## config.mk

```make
export PLATFORM = sky130hd
export DESIGN_NAME = battery_voltage_gauge
export DESIGN_NICKNAME = d
export VERILOG_FILES = /design/src/rtl/bvg_pkg.sv /design/src/rtl/battery_voltage_gauge.sv /design/src/rtl/bvg_div.sv
export SDC_FILE = /design/constraint.sdc
export NUM_CORES = 1
export LEC_CHECK = 0
export ABC_AREA = 1
export BUFFER_PORTS_ARGS = -buffer_cell sky130_fd_sc_hd__buf_2
export CAP_MARGIN = 0
export CELL_PAD_IN_SITES_DETAIL_PLACEMENT = 0
export CELL_PAD_IN_SITES_GLOBAL_PLACEMENT = 1
export CORE_MARGIN = 4
export CORE_UTILIZATION = 49
export DETAILED_ROUTE_END_ITERATION = 8
export PLACE_DENSITY_LB_ADDON = 0.12
export SETUP_SLACK_MARGIN = 0.4
export SYNTH_ARGS = -nofsm -noshare
export SYNTH_HDL_FRONTEND = slang
export SYNTH_SLANG_ARGS = --single-unit
```

## constraint.sdc

```tcl
create_clock -name clk -period 9.2 [get_ports clk]
set_input_delay 0.92 -clock clk [delete_from_list [all_inputs] [get_ports clk]]
set_output_delay 0.92 -clock clk [all_outputs]
set_load 0.01 [all_outputs]
```

## src/rtl/bvg_pkg.sv

```systemverilog
`default_nettype none

package bvg_pkg;

  localparam int ADC_W     = 12;
  localparam int RATIO_W   = 12;
  localparam int MV_W      = 16;
  localparam int PCT_W     = 8;
  localparam int OPND_W    = 12;
  localparam int PROD_W    = 2 * OPND_W;
  localparam int DIVISOR_W = 12;

  localparam int SAMPLES_PER_BURST_DEF = 16;

  localparam logic [OPND_W-1:0]    PIN_FULL_SCALE_MV = 12'd3100;
  localparam logic [RATIO_W-1:0]   RATIO_DEFAULT_Q8  = 12'd512;
  localparam logic [RATIO_W-1:0]   RATIO_MIN_Q8      = 12'd26;

  localparam logic [PCT_W-1:0] PCT_NONE = 8'hFF;
  localparam logic [PCT_W-1:0] PCT_FULL = 8'd100;
  localparam logic [PCT_W-1:0] PCT_EMPTY = 8'd0;

  localparam int CURVE_POINTS = 11;

  localparam logic [MV_W-1:0] CURVE_MV [CURVE_POINTS] = '{
    16'd4200, 16'd4100, 16'd4000, 16'd3900, 16'd3800, 16'd3700,
    16'd3600, 16'd3500, 16'd3400, 16'd3300, 16'd3000
  };

  localparam logic [6:0] CURVE_PCT [CURVE_POINTS] = '{
    7'd100, 7'd90, 7'd80, 7'd70, 7'd60, 7'd50,
    7'd35, 7'd20, 7'd10, 7'd5, 7'd0
  };

  // 2^18 / segment span rounded up; exact for the products of at most 1500
  // that one segment gives
  localparam int PCT_RECIP_SHIFT = 18;

  localparam logic [OPND_W-1:0] CURVE_RECIP [CURVE_POINTS-1] = '{
    12'd2622, 12'd2622, 12'd2622, 12'd2622, 12'd2622,
    12'd2622, 12'd2622, 12'd2622, 12'd2622, 12'd874
  };

endpackage

`default_nettype wire

```

## src/rtl/battery_voltage_gauge.sv

```systemverilog
// Battery voltage gauge. Takes a burst of 12-bit ADC words, each flagged good
// or failed, and on the word marked last returns one result: battery
// millivolts (mean of the good samples scaled to pin millivolts by 3100/4095,
// then by the divider ratio in Q8) and a state-of-charge percent interpolated
// over an 11-point Li-ion curve, or -1 with no_sample set for an empty burst.
// Words that do not end a burst are taken one per cycle. A word ending a
// burst holds the input stalled while an iterative divider (one quotient bit
// a cycle, SUM_W steps) forms the mean and one shared multiplier does the
// scaling; the 1/4095 is an add-and-shift on the product and the percent's
// segment division a reciprocal step on that multiplier. The states run
// divide, pin multiply, 1/4095, ratio multiply, curve select, percent
// multiply and percent divide, then load the output register (a clamped
// percent skips the percent steps, an empty burst goes straight there); the
// next word is taken the cycle after, and the next burst's words while the
// result waits in that register. A further burst end waits until it is free.
`default_nettype none

module battery_voltage_gauge #(
  parameter int SAMPLES_PER_BURST = bvg_pkg::SAMPLES_PER_BURST_DEF
) (
  input  wire logic                        clk,
  input  wire logic                        rst_n,
  input  wire logic                        in_valid,
  output logic                             in_stall,
  input  wire logic [bvg_pkg::ADC_W-1:0]   in_adc_sample,
  input  wire logic                        in_sample_ok,
  input  wire logic                        in_burst_last,
  output logic                             out_valid,
  input  wire logic                        out_stall,
  output logic [bvg_pkg::MV_W-1:0]         out_battery_millivolts,
  output logic signed [bvg_pkg::PCT_W-1:0] out_charge_percent,
  output logic                             out_no_sample,
  input  wire logic                        cfg_write,
  input  wire logic [bvg_pkg::RATIO_W-1:0] cfg_data
);
  import bvg_pkg::*;

  localparam int SUM_W = $clog2(SAMPLES_PER_BURST * 4095 + 1);
  localparam int CNT_W = $clog2(SAMPLES_PER_BURST + 1);
  localparam int DVD_W = SUM_W;

  typedef enum logic [3:0] {
    ST_IDLE,
    ST_DIV_MEAN,
    ST_MUL_PIN,
    ST_DIV_PIN,
    ST_MUL_RATIO,
    ST_PCT_SEL,
    ST_MUL_PCT,
    ST_DIV_PCT,
    ST_FINISH
  } state_t;

  state_t               state_r;
  logic [SUM_W-1:0]     sum_r;
  logic [CNT_W-1:0]     cnt_r;
  logic [RATIO_W-1:0]   ratio_r;

  logic                 div_start_r;
  logic [DVD_W-1:0]     div_dvd_r;
  logic [DIVISOR_W-1:0] div_dvs_r;
  logic                 div_done;
  logic [DVD_W-1:0]     div_quo;

  logic [MV_W-1:0]      mv_r;
  logic [PCT_W-1:0]     pct_r;
  logic                 none_r;
  logic [OPND_W-1:0]    diff_r;
  logic [OPND_W-1:0]    span_pct_r;
  logic [OPND_W-1:0]    recip_r;
  logic [6:0]           base_pct_r;
  logic [PROD_W-1:0]    prod_r;
  logic [OPND_W-1:0]    pin_r;

  logic                 out_valid_r;
  logic [MV_W-1:0]      out_mv_r;
  logic [PCT_W-1:0]     out_pct_r;
  logic                 out_none_r;

  logic [SUM_W-1:0]     sum_nxt;
  logic [CNT_W-1:0]     cnt_nxt;
  logic [RATIO_W-1:0]   ratio_eff;
  logic [OPND_W-1:0]    mul_a;
  logic [OPND_W-1:0]    mul_b;
  logic [PROD_W-1:0]    mul_p;
  logic [PROD_W:0]      pin_acc;

  logic [OPND_W-1:0]    sel_diff;
  logic [OPND_W-1:0]    sel_span_pct;
  logic [OPND_W-1:0]    sel_recip;
  logic [6:0]           sel_base;

  bvg_div #(
    .DVD_W(DVD_W)
  ) u_div (
    .clk      (clk),
    .rst_n    (rst_n),
    .start    (div_start_r),
    .dividend (div_dvd_r),
    .divisor  (div_dvs_r),
    .done     (div_done),
    .quotient (div_quo)
  );

  // Accumulate a good sample until the burst holds its full count
  always_comb begin
    sum_nxt = sum_r;
    cnt_nxt = cnt_r;
    if (in_sample_ok && (cnt_r < CNT_W'(SAMPLES_PER_BURST))) begin
      sum_nxt = sum_r + SUM_W'(in_adc_sample);
      cnt_nxt = cnt_r + 1'b1;
    end
  end

  assign ratio_eff = (ratio_r < RATIO_MIN_Q8) ? RATIO_DEFAULT_Q8 : ratio_r;

  // Shared multiplier operands
  always_comb begin
    unique case (state_r)
      ST_MUL_PIN: begin
        mul_a = div_quo[OPND_W-1:0];
        mul_b = PIN_FULL_SCALE_MV;
      end
      ST_MUL_RATIO: begin
        mul_a = pin_r;
        mul_b = ratio_eff;
      end
      ST_MUL_PCT: begin
        mul_a = diff_r;
        mul_b = span_pct_r;
      end
      ST_DIV_PCT: begin
        mul_a = prod_r[OPND_W-1:0];
        mul_b = recip_r;
      end
      default: begin
        mul_a = '0;
        mul_b = '0;
      end
    endcase
  end

  assign mul_p = mul_a * mul_b;

  // 4095 is 2^12 - 1: x / 4095 = (x + x / 4096 + 1) / 4096 while the quotient
  // stays below 4096
  assign pin_acc = {1'b0, prod_r} + (PROD_W+1)'(prod_r[PROD_W-1:ADC_W]) + (PROD_W+1)'(1);

  // Pick the curve segment holding the voltage; segments do not overlap
  always_comb begin
    sel_diff     = '0;
    sel_span_pct = '0;
    sel_recip    = '0;
    sel_base     = '0;
    for (int i = 0; i < CURVE_POINTS - 1; i++) begin
      if (mv_r <= CURVE_MV[i] && mv_r > CURVE_MV[i+1]) begin
        sel_diff     = OPND_W'(mv_r - CURVE_MV[i+1]);
        sel_recip    = CURVE_RECIP[i];
        sel_span_pct = OPND_W'(CURVE_PCT[i] - CURVE_PCT[i+1]);
        sel_base     = CURVE_PCT[i+1];
      end
    end
  end

  always_ff @(posedge clk) begin
    if (!rst_n) begin
      state_r     <= ST_IDLE;
      sum_r       <= '0;
      cnt_r       <= '0;
      ratio_r     <= RATIO_DEFAULT_Q8;
      div_start_r <= 1'b0;
      out_valid_r <= 1'b0;
    end else begin
      div_start_r <= (state_r == ST_IDLE) && in_valid && in_burst_last &&
                     (cnt_nxt != '0);
      if (cfg_write) begin
        ratio_r <= cfg_data;
      end
      if (out_valid_r && !out_stall && (state_r != ST_FINISH)) begin
        out_valid_r <= 1'b0;
      end

      unique case (state_r)
        ST_IDLE: begin
          if (in_valid) begin
            if (in_burst_last) begin
              sum_r <= '0;
              cnt_r <= '0;
              if (cnt_nxt == '0) begin
                mv_r    <= '0;
                pct_r   <= PCT_NONE;
                none_r  <= 1'b1;
                state_r <= ST_FINISH;
              end else begin
                none_r    <= 1'b0;
                div_dvd_r <= DVD_W'(sum_nxt);
                div_dvs_r <= DIVISOR_W'(cnt_nxt);
                state_r   <= ST_DIV_MEAN;
              end
            end else begin
              sum_r <= sum_nxt;
              cnt_r <= cnt_nxt;
            end
          end
        end
        ST_DIV_MEAN: begin
          if (div_done) begin
            state_r <= ST_MUL_PIN;
          end
        end
        ST_MUL_PIN: begin
          prod_r  <= mul_p;
          state_r <= ST_DIV_PIN;
        end
        ST_DIV_PIN: begin
          pin_r   <= pin_acc[ADC_W+OPND_W-1:ADC_W];
          state_r <= ST_MUL_RATIO;
        end
        ST_MUL_RATIO: begin
          mv_r    <= mul_p[PROD_W-1:8];
          state_r <= ST_PCT_SEL;
        end
        ST_PCT_SEL: begin
          priority if (mv_r == '0) begin
            pct_r   <= PCT_NONE;
            state_r <= ST_FINISH;
          end else if (mv_r >= CURVE_MV[0]) begin
            pct_r   <= PCT_FULL;
            state_r <= ST_FINISH;
          end else if (mv_r <= CURVE_MV[CURVE_POINTS-1]) begin
            pct_r   <= PCT_EMPTY;
            state_r <= ST_FINISH;
          end else begin
            diff_r     <= sel_diff;
            span_pct_r <= sel_span_pct;
            recip_r    <= sel_recip;
            base_pct_r <= sel_base;
            state_r    <= ST_MUL_PCT;
          end
        end
        ST_MUL_PCT: begin
          prod_r  <= mul_p;
          state_r <= ST_DIV_PCT;
        end
        ST_DIV_PCT: begin
          pct_r   <= PCT_W'(base_pct_r) + PCT_W'(mul_p[PROD_W-1:PCT_RECIP_SHIFT]);
          state_r <= ST_FINISH;
        end
        ST_FINISH: begin
          // Hold until the output register is free
          if (!out_valid_r || !out_stall) begin
            out_mv_r    <= mv_r;
            out_pct_r   <= pct_r;
            out_none_r  <= none_r;
            out_valid_r <= 1'b1;
            state_r     <= ST_IDLE;
          end
        end
        default: begin
          state_r <= ST_IDLE;
        end
      endcase
    end
  end

  assign in_stall               = (state_r != ST_IDLE);
  assign out_valid              = out_valid_r;
  assign out_battery_millivolts = out_mv_r;
  assign out_charge_percent     = out_pct_r;
  assign out_no_sample          = out_none_r;

endmodule

`default_nettype wire

```

## src/rtl/bvg_div.sv

```systemverilog
`default_nettype none

module bvg_div #(
  parameter int DVD_W = 24
) (
  input  wire logic                          clk,
  input  wire logic                          rst_n,
  input  wire logic                          start,
  input  wire logic [DVD_W-1:0]              dividend,
  input  wire logic [bvg_pkg::DIVISOR_W-1:0] divisor,
  output logic                               done,
  output logic [DVD_W-1:0]                   quotient
);
  import bvg_pkg::*;

  localparam int STEP_W = $clog2(DVD_W + 1);

  logic [DIVISOR_W-1:0] rem_r;
  logic [DVD_W-1:0]     quo_r;
  logic [STEP_W-1:0]    step_r;
  logic                 busy_r;
  logic                 done_r;

  logic [DIVISOR_W:0]   rem_sh;
  logic                 fits;
  logic [DIVISOR_W:0]   rem_sub;

  // One restoring step: shift in the next dividend bit, subtract if it fits
  always_comb begin
    rem_sh  = {rem_r, quo_r[DVD_W-1]};
    fits    = rem_sh >= {1'b0, divisor};
    rem_sub = rem_sh - {1'b0, divisor};
  end

  always_ff @(posedge clk) begin
    if (!rst_n) begin
      busy_r <= 1'b0;
      done_r <= 1'b0;
      step_r <= '0;
    end else begin
      done_r <= 1'b0;
      if (start) begin
        rem_r  <= '0;
        quo_r  <= dividend;
        step_r <= STEP_W'(DVD_W);
        busy_r <= 1'b1;
      end else if (busy_r) begin
        rem_r  <= fits ? rem_sub[DIVISOR_W-1:0] : rem_sh[DIVISOR_W-1:0];
        quo_r  <= {quo_r[DVD_W-2:0], fits};
        step_r <= step_r - 1'b1;
        if (step_r == STEP_W'(1)) begin
          busy_r <= 1'b0;
          done_r <= 1'b1;
        end
      end
    end
  end

  assign done     = done_r;
  assign quotient = quo_r;

endmodule

`default_nettype wire

```

Word-level counts from Yosys, hierarchy flattened
Cells that the tools add are included.
Widths: inputs -> output; s select.
{"block": "word_totals", "regBits": 224, "output_inout_bits": 27, "wordCells": 220}
{"block": "classes", "n_addsub": 17, "multipliers": 1, "n_lt_le_gt_ge": 25, "eq_ne": 16, "mux": 77, "bitwise_logic": 6, "reduce_logical": 46}
{"op": "$mux 12", "count": 22}
{"op": "$gt 16x12->1 const B", "count": 9}
{"op": "$le 16x12->1 const B", "count": 9}
{"op": "$mux 16", "count": 7}
{"op": "$sub 12x12->12 const B", "count": 9}
{"op": "$pmux 12 s4", "count": 2}
{"op": "$mux 4", "count": 17}
{"op": "$mux 8", "count": 6}
{"op": "$pmux 4 s9", "count": 1}
{"op": "$le 16x13->1 const B", "count": 2}
{"op": "$pmux 16 s2", "count": 1}
{"op": "$mux 5", "count": 5}
{"op": "$add 24x1->24 const B", "count": 1}
{"op": "$add 24x12->24", "count": 1}
{"op": "$mul 12x12->24", "count": 1}
{"op": "$pmux 8 s3", "count": 1}
{"op": "$mux 7", "count": 3}
{"op": "$mux 6", "count": 3}
{"op": "$add 16x12->16", "count": 1}
{"op": "$eq 4x3->1 const B", "count": 4}
{"op": "$ge 16x13->1 const B", "count": 1}
{"op": "$gt 16x13->1 const B", "count": 1}
{"op": "$logic_and 1x1->1", "count": 16}
{"op": "$logic_not 16->1", "count": 1}
{"op": "36 further kinds", "count": 64}

Longest topological paths before layout
{"block": "depth", "word_depth": 12, "depth_mapped": 40, "ltp_nobuf": 40}

Modules after synthesis
A second synthesis with hierarchy kept.
{"block": "unflattened", "cells_unflattened": 2109, "area_unflattened_um2": 17082.6}
{"module": "battery_voltage_gauge", "n_inst": 1, "cells_per_inst": 1780, "area_per_inst_um2": 14686.6}
{"module": "bvg_div", "n_inst": 1, "cells_per_inst": 329, "area_per_inst_um2": 2396.0}

Least setup slack after synthesis
No wires, ideal clock.
{"block": "synth_timing", "kind": "flip-flop to flip-flop", "startpoint": "register state_r[2]", "endpoint": "register pct_r[6] (data pin)", "setup_ps": 268, "t_arrival_ps": 6441, "path_slack_ps": 2491, "stages_incl_launch_ff": 38, "n_path_buf": 0, "synth_period_minus_slack_ps": 6709, "path_cell_list": "dfxtp_1 -> inv_2 -> nor2_1 -> inv_2 -> nor2_4 -> inv_2 -> or2_2 -> inv_2 -> a21oi_1 -> clkinv_1 -> nand2_1 -> fa_1 -> fa_1 -> fa_1 -> inv_1 -> fa_1 -> inv_1 -> fa_1 -> (+2 left out) -> nand2_1 -> o21ai_0 -> nand3_1 -> nand2_1 -> nand3_1 -> nand2_1 -> nand2_1 -> nand2_1 -> inv_1 -> ha_1 -> a21oi_1 -> inv_1 -> a31oi_1 -> inv_1 -> a21oi_1 -> nor2_1 -> nor3_1 -> o21ai_0"}
{"block": "synth_via", "elab_chain_cells": 5}
{"element": "from (decl)", "line_no": "battery_voltage_gauge.sv:54", "source": "state_t state_r;"}
{"element": "from (signal assigned)", "line_no": "battery_voltage_gauge.sv:167", "source": "state_r <= ST_IDLE;"}
{"element": "from (signal assigned)", "line_no": "battery_voltage_gauge.sv:193", "source": "state_r <= ST_FINISH;"}
{"element": "from (signal assigned)", "line_no": "battery_voltage_gauge.sv:198", "source": "state_r <= ST_DIV_MEAN;"}
{"element": "$eq 4x3->1 or $eq 4x2->1 (tied branches)", "line_no": "battery_voltage_gauge.sv:119", "source": "unique case (state_r)"}
{"element": "$pmux 12 s4", "line_no": "battery_voltage_gauge.sv:119"}
{"element": "$mul 12x12->24 *", "line_no": "battery_voltage_gauge.sv:143", "source": "assign mul_p = mul_a * mul_b;"}
{"element": "named net mul_p[21]", "line_no": "battery_voltage_gauge.sv:85", "source": "logic [PROD_W-1:0] mul_p;"}
{"element": "$add 7x6->8 *", "line_no": "battery_voltage_gauge.sv:246", "source": "pct_r <= PCT_W'(base_pct_r) + PCT_W'(mul_p[PROD_W-1:PCT_RECIP_SHIFT]);"}
{"element": "$pmux 8 s3 *", "line_no": "battery_voltage_gauge.sv:183", "source": "unique case (state_r)"}
{"element": "to (signal assigned)", "line_no": "battery_voltage_gauge.sv:246"}
{"element": "to (decl)", "line_no": "battery_voltage_gauge.sv:66", "source": "logic [PCT_W-1:0] pct_r;"}
Mark *: on every way through the listed nets, which the timed path passes. The rest lies on a longest branch.
A chain may end at the register's enable or synchronous reset.

Worst setup path in the final report
{"block": "layout_timing", "startpoint": "register state_r[1]", "endpoint": "register pct_r[6] (data pin)"}
Same word-level chain as after synthesis.

==> flow_metrics.tcl <==
set metrics [dict create \
    clkTransAtPathRegs_ps 60 \
    crit_required_ps 9560 \
    clock.fmax_mhz 123 \
    dr.pass1.iters 5 \
    p_per_area_nw_per_um2 139 \
    insertedDiodeCount 0 \
    clk_path_buf_depth 3 \
    hold_class "reg2reg" \
    critPathKind "reg2reg" \
    drive_gt1_frac 0.0912 \
    die_x_um 191 \
    final_cell_mix "nand2_1 (489), inv_1 (309), nor2_1 (223)" \
    synth_adder_area_share 0.216 \
    status "finished, final reports clean" \
    gr-total-overflow 0 \
    critical-path-slowest-cell "fa_1" \
    syn_area_sq_um 16400 \
    drc 0 \
    worstPathArrival_ps 8520 \
    period_needed_ps 8150 \
    design_area_sq_um 18000 \
    numPortBuffers 57 \
    grt_pass1_wl_mm 72.6 \
    drt_iter0_markers 908 \
    slew_viol_final 0 \
    postSynthAreaPerCell_sq_um 8.16 \
    synthSimpleGateAreaFrac 0.231 \
    tightest_slew_ps 1260 \
    synth-seq-cells 205 \
    drv_cap 0 \
    synth_top_family_by_area "simple AND/OR/NAND/NOR gates" \
    nNetsFinal 2329 \
    ys_seq_area_frac 0.347 \
    synthXorXnorAreaFrac 0.0363 \
    start_util 0.501 \
    grt_pass1_vias 13100 \
    synth_compound_area_frac 0.0814 \
    io_pins 58 \
    syn_nets 2264 \
    hold_viol_final 0 \
    p_leak_nw 8.37 \
    cts_tree "done" \
    totalPowerFinal_w 0.00251 \
    dp_hpwl_mm 35.6 \
    cts_hold_buf 0 \
    fin_crit_sh 0.886 \
    dieArea_sq_um 36500 \
    vdd_drop_max_uv 138 \
    skew_ps 19.4 \
    grt_start_max_net_pins 31 \
    setup_tns_ps 0 \
    avgRoutedWirePerCell_um 18.0 \
    rsz0062_at_grt "false" \
    row_count 66 \
    place_area_sq_um 17200 \
    place_congestion 0.913 \
    worstPathMaxFanout 22 \
    core_sq_um 32800 \
    antenna_left 0 \
    yosys_warnings 0 \
    ctsHtreeMaxLevel 1 \
    cp-end-kind "register" \
    cpPeakStageDelay_ps 550 \
    area_growth_pct 9.69 \
    synthDistinctLibCells 50 \
    num_vias 13400 \
    final_common_cell "nand2_1" \
    cts_sinks 205 \
    cts_buffers 24 \
    setup_violations 0 \
    antenna_found_initial 0 \
    vias_per_cell 5.28 \
    route.final.wire_length_mm 45.7 \
    max_slew_margin 0.162 \
    syn_inst 2012 \
    clk_latency_ps 530 \
    synth.area.mux_share 0 \
    grt_util_all_layers 0.252 \
    start_kind "register" \
    cts_root_buf "clkbuf_16" \
    die-height_um 191 \
]
[cell families after synthesis]
family	after synthesis
xor+xnor	68
buf+inv	374
compound gates	239
fa+ha+maj	221
flops	205
simple gates	904
other cells	1
[timing repair]
item	in CTS	in global routing
resized for setup	0	6
setup endpoints to repair	0	5
buffers inserted	0	4
[state kept, by name, indices dropped and copies added (netlist names), 5 cells and up]
register / flops
prod_r: 24
pct_r: 8
pin_r: 12
div_dvd_r: 16
ratio_r: 12
u_div.step_r: 5
cnt_r: 5
out_battery_millivolts: 16
diff_r: 12
u_div.rem_r: 12
out_charge_percent: 8
sum_r: 16
u_div.quotient: 16
div_dvs_r: 5
mv_r: 16
base_pct_r: 7
[path summary, 6_finish.rpt]
| check | end | slack (ps) | depth (start not counted) | startpoint |
|---|---|---|---|---|
| max | pct_r[6]$_DFFE_PP_ | 1050 | 37 | state_r[1]$_SDFFE_PN0P_ |
| min | out_no_sample$_DFFE_PP_ | 430 | 0 | none_r$_DFFE_PP_ |
| max reg2reg | pct_r[6]$_DFFE_PP_ | 1050 | 37 | state_r[1]$_SDFFE_PN0P_ |
| min reg2reg | out_no_sample$_DFFE_PP_ | 430 | 0 | none_r$_DFFE_PP_ |
[critical path, delay by kind of cell, from the launching register on]
kind / cells / cell delay [ps]
AOI/OAI and AO/OA: 7 / 1680
adders and majority gates: 7 / 3240
buffers and inverters: 10 / 1260
DFF: 1 / 460
and+or+nand+nor: 13 / 1360
[synth_stat cells (all sizes together)]
| library cell | number | area, sq um |
|---|---|---|
| clkbuf | 14 | 52.6 |
| o22ai | 4 | 37.5 |
| or2 | 9 | 56.3 |
| edfxtp | 159 | 4770 |
| buf | 19 | 115 |
| a31oi | 9 | 56.3 |
| a21oi | 110 | 566 |
| fa | 103 | 2060 |
| xor2 | 49 | 429 |
| nand3 | 89 | 458 |
| o21ai | 87 | 450 |
| xnor2 | 19 | 166 |
| o211ai | 1 | 7.51 |
| a211o | 1 | 8.76 |
| a22o | 6 | 52.6 |
| clkinv | 9 | 43.8 |
| nand2 | 502 | 1920 |
| and3 | 2 | 12.5 |
| o21bai | 4 | 30.0 |
| ha | 118 | 1480 |
| dfxtp | 46 | 921 |
| nor3 | 25 | 125 |
| nand4 | 24 | 150 |
| and2 | 4 | 25.0 |
| o31ai | 5 | 37.5 |
| nor4 | 2 | 12.5 |
| o21a | 5 | 37.5 |
| inv | 332 | 1250 |
| a211oi | 2 | 15.0 |
| a21boi | 1 | 7.51 |
| nand3b | 2 | 15.0 |
| a21o | 4 | 30.0 |
| nor2 | 245 | 1010 |
| conb | 1 | 3.75 |
[where the power goes]
group | internal [W] | total (W) | switching [W] | leakage, nW
Combinational | 0.000137 | 0.000475 | 0.000338 | 6.20
Clock | 0.000533 | 0.000927 | 0.000394 | 0.376
Sequential | 0.00106 | 0.00111 | 0.0000467 | 1.79
Total | 0.00173 | 0.00251 | 0.000778 | 8.37
[per-stage QoR]
step,setup slack (ps),hold slack (ps),std cells,utilization
after floorplan,2490,400,2012,-
after global placement,555,405,2488,0.524
after detailed placement,590,405,2488,0.524
after CTS,540,425,2532,0.547
after global routing,399,434,2537,0.549
final,1050,427,2537,0.549
[routing by layer]
| metal | global-route usage | vias to the layer above | part of all wire |
|---|---|---|---|
| li1 | - | 6556 | - |
| met3 | 0.0263 | 74 | 0.049 |
| met2 | 0.403 | 364 | 0.46 |
| met4 | 0.0696 | 0 | 0.028 |
| met5 | 0 | - | 0 |
| met1 | 0.366 | 6411 | 0.47 |
[final cells by class]
| type | count | area (sq um) |
|---|---|---|
| Inverter | 341 | 1290 |
| Tap cell | 442 | 553 |
| Clock inverter | 15 | 120 |
| Sequential cell | 205 | 5700 |
| Timing Repair Buffer | 72 | 405 |
| Multi-Input combinational cell | 1433 | 9290 |
| Clock buffer | 29 | 649 |
| Fill cell | 3178 | 14800 |
Power figures use the tool's default switching activity.
